## src/sv/bva_pkg.sv

```systemverilog
// ----------------------------------------------------------------------------
// bva_pkg
// Shared constants, record layout and slot-run helpers for the video block
// allocator.
// ----------------------------------------------------------------------------
package bva_pkg;

	// geometry
	localparam int SCREENS         = 2;
	localparam int LAYERS          = 4;
	localparam int SLOTS           = 64;
	localparam int SLOTS_PER_BASE  = 8;
	localparam int MAP_SEARCH_LAST = 31;
	localparam int NUM_BASES       = SLOTS / SLOTS_PER_BASE;

	// widths
	localparam int SLOT_IW = $clog2(SLOTS);
	localparam int CNT_W   = $clog2(SLOTS + 1);
	localparam int BASE_W  = $clog2(NUM_BASES);
	localparam int MAP_W   = $clog2(MAP_SEARCH_LAST + 1);
	localparam int CAND_W  = (MAP_W > BASE_W) ? MAP_W : BASE_W;
	localparam int TOP_W   = 4;
	localparam int REC_DEPTH = SCREENS * LAYERS;

	// opcodes
	localparam logic [2:0] OP_RESET     = 3'd0;
	localparam logic [2:0] OP_LOAD_TILE = 3'd1;
	localparam logic [2:0] OP_LOAD_MAP  = 3'd2;
	localparam logic [2:0] OP_DEL_TILE  = 3'd3;
	localparam logic [2:0] OP_DEL_MAP   = 3'd4;

	// status codes
	localparam logic STAT_DONE     = 1'b0;
	localparam logic STAT_NO_SPACE = 1'b1;

	// slots needed per map size code
	localparam logic [2:0] MAP_NEED [4] = '{3'd1, 3'd2, 3'd2, 3'd4};

	// per screen and layer record
	typedef struct packed {
		logic [BASE_W-1:0] tile_base;
		logic [CNT_W-1:0]  tile_slots;
		logic [MAP_W-1:0]  map_start;
		logic [2:0]        map_slots;
	} rec_t;

	// search request and answer
	typedef struct packed {
		logic             start;
		logic             is_tile;
		logic [CNT_W-1:0] need;
		logic [TOP_W-1:0] top;
	} srch_ctl_t;

	typedef struct packed {
		logic              done;
		logic              found;
		logic [CAND_W-1:0] idx;
	} srch_res_t;

	// mask of n slots from start, clipped at the end of the map
	function automatic logic [SLOTS-1:0] run_mask(input logic [SLOT_IW-1:0] start,
		input logic [CNT_W-1:0] n);
		logic [SLOTS-1:0] one;
		logic [SLOTS-1:0] lo;
		one = {{(SLOTS-1){1'b0}}, 1'b1};
		lo  = (one << n) - one;
		return lo << start;
	endfunction

endpackage

```

## src/sv/bva_ram.sv

```systemverilog
// ----------------------------------------------------------------------------
// bva_ram
// Generic single write port RAM with one registered read port.
// ----------------------------------------------------------------------------
module bva_ram #(
	parameter int WIDTH = 8,
	parameter int DEPTH = 2
) (
	input  logic                     clk,
	input  logic                     we,
	input  logic [$clog2(DEPTH)-1:0] waddr,
	input  logic [WIDTH-1:0]         wdata,
	input  logic                     re,
	input  logic [$clog2(DEPTH)-1:0] raddr,
	output logic [WIDTH-1:0]         rdata
);

	logic [WIDTH-1:0] mem [DEPTH];

	// write port
	always_ff @(posedge clk) begin
		if (we) begin
			mem[waddr] <= wdata;
		end
	end

	// registered read port
	always_ff @(posedge clk) begin
		if (re) begin
			rdata <= mem[raddr];
		end
	end

endmodule

```

## src/sv/bva_search.sv

```systemverilog
// ----------------------------------------------------------------------------
// bva_search
// Free-run search unit: tests one candidate start per cycle against the
// held slot map, tile bases downward from the top, map starts upward from 0.
// ----------------------------------------------------------------------------
module bva_search (
	input  logic                      clk,
	input  logic                      arst_n,
	input  bva_pkg::srch_ctl_t        ctl,
	input  logic [bva_pkg::SLOTS-1:0] map,
	output bva_pkg::srch_res_t        res
);

	logic                           act_q;
	logic                           is_tile_q;
	logic [bva_pkg::CNT_W-1:0]      need_q;
	logic [bva_pkg::CAND_W-1:0]     cand_q;
	bva_pkg::srch_res_t             res_q;

	logic [bva_pkg::SLOT_IW-1:0]    cand_start;
	logic [bva_pkg::CNT_W:0]        run_end;
	logic                           fits;
	logic                           free;
	logic                           last;

	// candidate test
	always_comb begin
		cand_start = is_tile_q ?
			bva_pkg::SLOT_IW'(cand_q * bva_pkg::SLOTS_PER_BASE) :
			bva_pkg::SLOT_IW'(cand_q);
		run_end = (bva_pkg::CNT_W + 1)'(cand_start) + (bva_pkg::CNT_W + 1)'(need_q);
		fits    = run_end <= (bva_pkg::CNT_W + 1)'(bva_pkg::SLOTS);
		free    = fits && ((map & bva_pkg::run_mask(cand_start, need_q)) == '0);
		last    = is_tile_q ? (cand_q == '0) :
			(cand_q == bva_pkg::CAND_W'(bva_pkg::MAP_SEARCH_LAST));
	end

	// candidate walk
	always_ff @(posedge clk or negedge arst_n) begin
		if (!arst_n) begin
			act_q     <= 1'b0;
			is_tile_q <= 1'b0;
			need_q    <= '0;
			cand_q    <= '0;
			res_q     <= '0;
		end else begin
			if (ctl.start) begin
				is_tile_q <= ctl.is_tile;
				need_q    <= ctl.need;
				if (ctl.is_tile && ctl.top == '0) begin
					// no base to try
					res_q <= '{done: 1'b1, found: 1'b0, idx: '0};
				end else begin
					act_q  <= 1'b1;
					cand_q <= ctl.is_tile ? bva_pkg::CAND_W'(ctl.top - 1'b1) : '0;
					res_q  <= '0;
				end
			end else if (act_q) begin
				if (free) begin
					act_q <= 1'b0;
					res_q <= '{done: 1'b1, found: 1'b1, idx: cand_q};
				end else if (last) begin
					act_q <= 1'b0;
					res_q <= '{done: 1'b1, found: 1'b0, idx: '0};
				end else begin
					cand_q <= is_tile_q ? cand_q - 1'b1 : cand_q + 1'b1;
					res_q  <= '0;
				end
			end else begin
				res_q <= '0;
			end
		end
	end

	assign res = res_q;

endmodule

```

## src/sv/video_block_allocator_unit.sv

```systemverilog
// ----------------------------------------------------------------------------
// video_block_allocator_unit
// Per-screen slot map and per-layer tile/map records held in small RAMs;
// each request reads them, releases the old run, searches (loads only), and writes back.
//
//   channel   dir  handshake              payload
//   in        in   in_valid / in_ready    opcode screen_sel layer tile_bytes
//                                         map_size_code
//   out       out  out_valid / out_ready  status base_index blocks_taken
//   cfg       in   cfg_wr_en              cfg_wr_data (tile_search_top)
//
// One item at a time: accept, read and release, then for loads a search, then
// write-back. A load tries candidates in turn: up to 8 bases for load tiles,
// up to 32 start slots for load map (search unit).
// Reset leaves all slots free and all records empty through valid bits.
// A full output register holds the write-back until the beat is taken.
// ----------------------------------------------------------------------------
module video_block_allocator_unit (
	input  logic        clk,
	input  logic        arst_n,
	input  logic        in_valid,
	output logic        in_ready,
	input  logic [2:0]  opcode,
	input  logic        screen_sel,
	input  logic [1:0]  layer,
	input  logic [15:0] tile_bytes,
	input  logic [1:0]  map_size_code,
	output logic        out_valid,
	input  logic        out_ready,
	output logic        status,
	output logic [4:0]  base_index,
	output logic [6:0]  blocks_taken,
	input  logic        cfg_wr_en,
	input  logic [3:0]  cfg_wr_data
);

	localparam logic [1:0] ST_IDLE   = 2'd0;
	localparam logic [1:0] ST_READ   = 2'd1;
	localparam logic [1:0] ST_SEARCH = 2'd2;
	localparam logic [1:0] ST_WRITE  = 2'd3;

	localparam int REC_W = $bits(bva_pkg::rec_t);
	localparam int REC_AW = $clog2(bva_pkg::REC_DEPTH);

	logic [1:0]                    state_q;
	logic [bva_pkg::TOP_W-1:0]     tile_search_top_q;
	logic [2:0]                    op_q;
	logic                          scr_q;
	logic [1:0]                    lay_q;
	logic [bva_pkg::CNT_W-1:0]     need_q;
	logic [bva_pkg::SLOTS-1:0]     map_q;
	bva_pkg::rec_t                 rec_q;
	logic                          found_q;
	logic [bva_pkg::CAND_W-1:0]    idx_q;
	logic [bva_pkg::SCREENS-1:0]   slot_vld_q;
	logic [bva_pkg::SCREENS-1:0][bva_pkg::LAYERS-1:0] rec_vld_q;
	logic                          out_valid_q;
	logic                          status_q;
	logic [4:0]                    base_index_q;
	logic [6:0]                    blocks_taken_q;

	logic                          in_beat;
	logic                          out_free;
	logic                          commit;
	logic [bva_pkg::SLOTS-1:0]     map_rdata;
	logic [REC_W-1:0]              rec_rdata;
	logic [bva_pkg::SLOTS-1:0]     map_rd;
	bva_pkg::rec_t                 rec_rd;
	logic [bva_pkg::SLOTS-1:0]     rel_mask;
	logic [bva_pkg::CNT_W-1:0]     need_in;
	logic [bva_pkg::TOP_W-1:0]     top_sat;
	logic                          is_load;
	bva_pkg::srch_ctl_t            srch_ctl;
	bva_pkg::srch_res_t            srch_res;
	logic                          map_we;
	logic [bva_pkg::SLOTS-1:0]     map_wdata;
	logic                          rec_we;
	bva_pkg::rec_t                 rec_wdata;
	logic                          res_status;
	logic [4:0]                    res_base;
	logic [6:0]                    res_taken;

	assign in_ready = (state_q == ST_IDLE);
	assign in_beat  = in_valid && in_ready;
	assign out_free = !out_valid_q || out_ready;
	assign commit   = (state_q == ST_WRITE) && out_free;
	assign is_load  = (op_q == bva_pkg::OP_LOAD_TILE) || (op_q == bva_pkg::OP_LOAD_MAP);

	// slots needed by the incoming request
	always_comb begin
		if (opcode == bva_pkg::OP_LOAD_MAP) begin
			need_in = bva_pkg::CNT_W'(bva_pkg::MAP_NEED[map_size_code]);
		end else begin
			need_in = bva_pkg::CNT_W'(tile_bytes[15:10]) + bva_pkg::CNT_W'(|tile_bytes[9:0]);
		end
	end

	// search top saturated to the number of bases
	assign top_sat = (tile_search_top_q > bva_pkg::TOP_W'(bva_pkg::NUM_BASES)) ?
		bva_pkg::TOP_W'(bva_pkg::NUM_BASES) : tile_search_top_q;

	// state memories
	bva_ram #(.WIDTH(bva_pkg::SLOTS), .DEPTH(bva_pkg::SCREENS)) u_map_ram (
		.clk   (clk),
		.we    (map_we),
		.waddr (scr_q),
		.wdata (map_wdata),
		.re    (in_beat),
		.raddr (screen_sel),
		.rdata (map_rdata)
	);

	bva_ram #(.WIDTH(REC_W), .DEPTH(bva_pkg::REC_DEPTH)) u_rec_ram (
		.clk   (clk),
		.we    (rec_we),
		.waddr (REC_AW'({scr_q, lay_q})),
		.wdata (rec_wdata),
		.re    (in_beat),
		.raddr (REC_AW'({screen_sel, layer})),
		.rdata (rec_rdata)
	);

	// read data with never-written entries seen as empty
	always_comb begin
		map_rd = slot_vld_q[scr_q] ? map_rdata : '0;
		rec_rd = rec_vld_q[scr_q][lay_q] ? bva_pkg::rec_t'(rec_rdata) : '0;
		if (op_q == bva_pkg::OP_LOAD_TILE || op_q == bva_pkg::OP_DEL_TILE) begin
			rel_mask = bva_pkg::run_mask(
				bva_pkg::SLOT_IW'(rec_rd.tile_base * bva_pkg::SLOTS_PER_BASE),
				rec_rd.tile_slots);
		end else if (op_q == bva_pkg::OP_LOAD_MAP || op_q == bva_pkg::OP_DEL_MAP) begin
			rel_mask = bva_pkg::run_mask(bva_pkg::SLOT_IW'(rec_rd.map_start),
				bva_pkg::CNT_W'(rec_rd.map_slots));
		end else begin
			rel_mask = '0;
		end
	end

	// search unit
	assign srch_ctl = '{
		start:   (state_q == ST_READ) && is_load,
		is_tile: (op_q == bva_pkg::OP_LOAD_TILE),
		need:    need_q,
		top:     top_sat
	};

	bva_search u_search (
		.clk    (clk),
		.arst_n (arst_n),
		.ctl    (srch_ctl),
		.map    (map_q),
		.res    (srch_res)
	);

	// write-back and result
	always_comb begin
		map_we     = 1'b0;
		map_wdata  = map_q;
		rec_we     = 1'b0;
		rec_wdata  = rec_q;
		res_status = bva_pkg::STAT_DONE;
		res_base   = '0;
		res_taken  = '0;
		case (op_q)
			bva_pkg::OP_LOAD_TILE: begin
				if (found_q) begin
					map_we    = commit;
					map_wdata = map_q | bva_pkg::run_mask(
						bva_pkg::SLOT_IW'(idx_q * bva_pkg::SLOTS_PER_BASE), need_q);
					rec_we    = commit;
					rec_wdata.tile_base  = bva_pkg::BASE_W'(idx_q);
					rec_wdata.tile_slots = need_q;
					res_base  = 5'(idx_q);
					res_taken = 7'(need_q);
				end else begin
					res_status = bva_pkg::STAT_NO_SPACE;
				end
			end
			bva_pkg::OP_LOAD_MAP: begin
				if (found_q) begin
					map_we    = commit;
					map_wdata = map_q | bva_pkg::run_mask(bva_pkg::SLOT_IW'(idx_q), need_q);
					rec_we    = commit;
					rec_wdata.map_start = bva_pkg::MAP_W'(idx_q);
					rec_wdata.map_slots = 3'(need_q);
					res_base  = 5'(idx_q);
					res_taken = 7'(need_q);
				end else begin
					res_status = bva_pkg::STAT_NO_SPACE;
				end
			end
			bva_pkg::OP_DEL_TILE: begin
				map_we = commit;
				rec_we = commit;
				rec_wdata.tile_base  = '0;
				rec_wdata.tile_slots = '0;
			end
			bva_pkg::OP_DEL_MAP: begin
				map_we = commit;
				rec_we = commit;
				rec_wdata.map_start = '0;
				rec_wdata.map_slots = '0;
			end
			default: begin
			end
		endcase
	end

	// sequencer
	always_ff @(posedge clk or negedge arst_n) begin
		if (!arst_n) begin
			state_q <= ST_IDLE;
		end else begin
			case (state_q)
				ST_IDLE: begin
					if (in_beat) begin
						state_q <= ST_READ;
					end
				end
				ST_READ: begin
					state_q <= is_load ? ST_SEARCH : ST_WRITE;
				end
				ST_SEARCH: begin
					if (srch_res.done) begin
						state_q <= ST_WRITE;
					end
				end
				ST_WRITE: begin
					if (out_free) begin
						state_q <= ST_IDLE;
					end
				end
				default: begin
					state_q <= ST_IDLE;
				end
			endcase
		end
	end

	// request and working registers
	always_ff @(posedge clk) begin
		if (in_beat) begin
			op_q   <= opcode;
			scr_q  <= screen_sel;
			lay_q  <= layer;
			need_q <= need_in;
		end
		if (state_q == ST_READ) begin
			map_q <= map_rd & ~rel_mask;
			rec_q <= rec_rd;
		end
		if (state_q == ST_SEARCH && srch_res.done) begin
			found_q <= srch_res.found;
			idx_q   <= srch_res.idx;
		end
	end

	// entry valid bits
	always_ff @(posedge clk or negedge arst_n) begin
		if (!arst_n) begin
			slot_vld_q <= '0;
			rec_vld_q  <= '0;
		end else if (commit) begin
			if (op_q == bva_pkg::OP_RESET) begin
				slot_vld_q[scr_q] <= 1'b0;
				rec_vld_q[scr_q]  <= '0;
			end else begin
				if (map_we) begin
					slot_vld_q[scr_q] <= 1'b1;
				end
				if (rec_we) begin
					rec_vld_q[scr_q][lay_q] <= 1'b1;
				end
			end
		end
	end

	// search top register
	always_ff @(posedge clk or negedge arst_n) begin
		if (!arst_n) begin
			tile_search_top_q <= bva_pkg::TOP_W'(8);
		end else if (cfg_wr_en) begin
			tile_search_top_q <= cfg_wr_data;
		end
	end

	// output register
	always_ff @(posedge clk or negedge arst_n) begin
		if (!arst_n) begin
			out_valid_q <= 1'b0;
		end else if (commit) begin
			out_valid_q <= 1'b1;
		end else if (out_ready) begin
			out_valid_q <= 1'b0;
		end
	end

	always_ff @(posedge clk) begin
		if (commit) begin
			status_q       <= res_status;
			base_index_q   <= res_base;
			blocks_taken_q <= res_taken;
		end
	end

	assign out_valid    = out_valid_q;
	assign status       = status_q;
	assign base_index   = base_index_q;
	assign blocks_taken = blocks_taken_q;

`ifndef ASSERT_OFF
	a_out_from_write: assert property (@(posedge clk) disable iff (!arst_n)
		$rose(out_valid_q) |-> $past(state_q == ST_WRITE))
		else $error("result beat raised outside write-back");

	a_search_done_in_search: assert property (@(posedge clk) disable iff (!arst_n)
		srch_res.done |-> (state_q == ST_SEARCH))
		else $error("search answer outside search state");

	a_no_space_clean: assert property (@(posedge clk) disable iff (!arst_n)
		(out_valid_q && status_q == bva_pkg::STAT_NO_SPACE) |->
		(base_index_q == '0 && blocks_taken_q == '0))
		else $error("no-space result carries an allocation");

	a_taken_bound: assert property (@(posedge clk) disable iff (!arst_n)
		out_valid_q |-> (blocks_taken_q <= 7'(bva_pkg::SLOTS)))
		else $error("more slots taken than the map holds");

	a_accept_reads: assert property (@(posedge clk) disable iff (!arst_n)
		in_beat |=> (state_q == ST_READ))
		else $error("accepted beat did not start a read");
`endif

endmodule
```

## config.mk

```make
export PLATFORM = sky130hd
export DESIGN_NAME = video_block_allocator_unit
export DESIGN_NICKNAME = d
export VERILOG_FILES = /design/src/sv/bva_pkg.sv /design/src/sv/bva_ram.sv /design/src/sv/bva_search.sv /design/src/sv/video_block_allocator_unit.sv
export SDC_FILE = /design/constraint.sdc
export NUM_CORES = 2
export LEC_CHECK = 0
export ABC_AREA = 0
export BUFFER_PORTS_ARGS = -buffer_cell sky130_fd_sc_hd__buf_2
export CORE_MARGIN = 8
export CORE_UTILIZATION = 45
export CTS_BUF_LIST = sky130_fd_sc_hd__clkbuf_2 sky130_fd_sc_hd__clkbuf_4 sky130_fd_sc_hd__clkbuf_8
export CTS_CLUSTER_DIAMETER = 80
export DETAILED_ROUTE_END_ITERATION = 16
export PLACE_DENSITY = 0.63
export SYNTH_ARGS = -nofsm -noshare
export SYNTH_HDL_FRONTEND = slang
export SYNTH_HIERARCHICAL = 1
export SYNTH_SLANG_ARGS = --single-unit
```

## constraint.sdc

```tcl
create_clock -name clk -period 8.15 [get_ports clk]
set_clock_uncertainty 0.15 [all_clocks]
set_input_delay 2.0375 -clock clk [delete_from_list [all_inputs] [get_ports clk]]
set_output_delay 2.0375 -clock clk [all_outputs]
set_load 0.03 [all_outputs]
```

==> flow_summary.toml <==
[clocking]
htreeDepth = 3
cts_resized = 0
cts_setup_buffers = 0
cts_hold_buf = 0
max-clock-path-buffers = 3
clk_pin_slew_ns = 0.06
cts_buffers = 86
clock_latency_ns = 0.76
cts-root-buf = "clkbuf_8"
cts_tree = "built"
clock_sinks = 506

[drt]
first_pass_iters = 9
drt_iter0_markers = 9367
drcViolationCount = 0
wl_per_cell_um = 37.5
drtAntennaViolNets = 0
drt-total-wl_um = 213000
vias_per_cell = 7.69
vias = 43767

[floorplanning]
start_util = 0.454
dieArea_sq_um = 102000
io-pin-count = 48
chipHeight_um = 320
num_rows = 111
core-area_sq_um = 91700
chipWidth_um = 320

[timing]
fin_tns_setup_ns = 0
min_period_ns = 7.02
setup_viol_count_final = 0
slew_violations = 1
max_freq_ghz = 0.142
rsz0062_at_grt = "no"
worst_pin_slew_ns = 1.49
finalCritPeriodShare = 0.861
finalHoldViolations = 0
slew-limit-headroom = -0.00418
timing.hold.ws_ns = 0.257

[placement]
dp.cells = 5528
dp_hpwl_um = 154000
gp_congestion = 1.12
portBuffers = 47

[layout]
multi_input_area_sq_um = 24400
post-route-util = 0.484
regArea_sq_um = 15000
nets = 4491
final_common_cell = "edfxtp_1"
drive_gt1_frac = 0.141
layout.cells.non_filler = 5689
fillers = 8811
final_cell_mix = "edfxtp_1 (468), nand2_1 (436), nor2_1 (390), a21oi_1 (308), o21ai_0 (278)"
syn2layout_area_growth_pct = 6.57

[run_status]
violations = "capacitance limit, slew limit"
status = "complete, but fails checks"

[critical_path]
worstReg2RegEnd = "u_search/cand_q[4]"
cp_max_fo = 18
cp-endpoint = "u_search/cand_q[4]"
criticalPathCategory = "reg -> reg"
crit_start = "u_search/need_q[5]"
crit_required_ns = 8.59
timing.rr.start = "u_search/need_q[5]"
end_kind = "register"
critPathLaunchType = "register"
worstPathArrival_ns = 7.46
r2r_cells = 15
rrSetupSlack_ns = 1.13

[global_routing]
grt_usage = 0.394
grt_overflow = 0
grt_pass1_vias = 39479
grt_pass1_wl_um = 297000
grt_max_degree = 137
antenna_found_initial = 13

[logic_synthesis]
ys.flop_type = "edfxtp_1"
synth-seq-area-share = 0.361
syn_nets = 4641
synth_cell_types = 135
synth_area_sq_um = 41600
yosysWarningCount = 6
synth-edff-count = 468
async_reset_ff_frac = 0.0751
synth_cells = 4580
synth_seq_cells = 506
avgSynthCellArea_sq_um = 9.08

[power_and_ir_drop]
power.density_nw_per_um2 = 429
peakVddDrop_mv = 0.299
p_total_w = 0.0190
p_leak_nw = 14.9

[flow_run]
maxCapViolCount = 1

[worst_hold_path]
hold_path.class = "reg -> reg"
==> worst min-delay path by stage <==
stage / start / endpoint / slack [ns] / cells past startpoint
6_report: u_search/res[1] / idx_q[1] / 0.26 / 0
5_1_grt: u_search/res[0] / idx_q[0] / 0.27 / 0
4_1_cts: u_search/res[1] / idx_q[1] / 0.26 / 0
3_5_place_dp: u_search/res[4] / idx_q[4] / 0.25 / 0
3_3_place_gp: u_search/res[2] / idx_q[2] / 0.25 / 0
2_1_floorplan: u_search/res[5] / found_q / 0.25 / 0
==> cells in the mapped netlist (28+ instances only) <==
master     count  area (sq um)
a22oi_1       56           420
buf_1         56           210
a31oi_1       81           507
a221oi_1      67           587
nor2b_1       37           231
clkbuf_1     241           905
o21a_1        37           278
nor3_1       143           716
mux2i_1       94           941
o221ai_1      44           385
a211oi_1      93           698
a21oi_1      308          1540
nor2_1       396          1490
mux2_2        78           878
buf_2         89           445
nand2b_1      34           213
mux4_1        36           946
o22ai_1       67           419
o211ai_1      82           616
edfxtp_1     468         14100
nand3_1      161           806
o21ai_0      278          1390
o2111ai_1     28           245
nor4_1        49           307
inv_1         54           203
or3_1         36           225
o31ai_1       42           315
nand4_1       53           332
nand2_1      436          1640
and2_1        55           344
mux2_4        60           901
dfrtp_1       37           926
xnor2_1       32           280
a211o_1       30           263
and3_1        36           225
==> where the power goes <==
part           internal [W]  switching, W  total, W  leakage, nW
sequential          0.00357      0.000668   0.00424         4.77
combinational       0.00343       0.00896    0.0124         9.23
clock               0.00129       0.00112   0.00241        0.942
==> critical path, stage by stage, from the launching register on <==
cell,delay (ns)
dfrtp_1,0.38
nor3_2,0.82
nand2_1,0.31
ha_1,0.55
nand2b_1,0.33
a2111oi_4,0.12
a221oi_1,1.06
a22oi_1,0.40
mux2i_1,0.89
nor2_1,0.08
a221oi_1,0.44
a311o_1,0.24
a2111oi_2,0.10
a31oi_2,0.48
o21ai_4,0.13
a221o_1,0.39
==> metal layers <==
metal,global-route usage,routed length [um]
met3,0.127,31100
met2,0.559,86200
met4,0.234,16300
met1,0.521,79300
met5,0,80
==> cell type report <==
cell class / instances / area share
antenna: 8 / 0.000452
clock buffer: 119 / 0.0330
clock inverter: 34 / 0.00768
inverter: 63 / 0.00536
multi-input combinational: 3583 / 0.551
sequential: 506 / 0.339
tap: 1186 / 0.0335
timing repair buffer: 190 / 0.0302
==> cells by family after synthesis <==
family                   after synthesis  share of synthesized area
flip-flops                           506                      0.361
XOR/XNOR                              46                    0.00968
adder cells (fa/ha/maj)               29                    0.00902
AND/OR/NAND/NOR                     1614                      0.196
buffers and inverters                491                     0.0543
multiplexers                         290                     0.0992
AO/OA/AOI/OAI                       1604                      0.272
==> state kept, by name, summed over array words and instances, names as in the netlist, 5 cells and up, named ones only <==
signal and flops:
u_rec_ram/rdata 18, base_index 5, rec_vld_q 8, u_rec_ram/mem 144, u_search/need_q 7, blocks_taken 7
u_map_ram/rdata 64, u_search/res 7, idx_q 5, map_q 64, u_search/cand_q 5, rec_q 18
need_q 7, u_map_ram/mem 128
==> per-stage QoR <==
step	area [sq um]	worst slack [ns]
after global placement	42500	1.66
after floorplan	41600	1.73
after detailed placement	42500	1.43
after CTS	44300	1.44
final	44300	1.13
after global routing	44300	0.992
No activity file was read; power rests on OpenSTA's default activity.
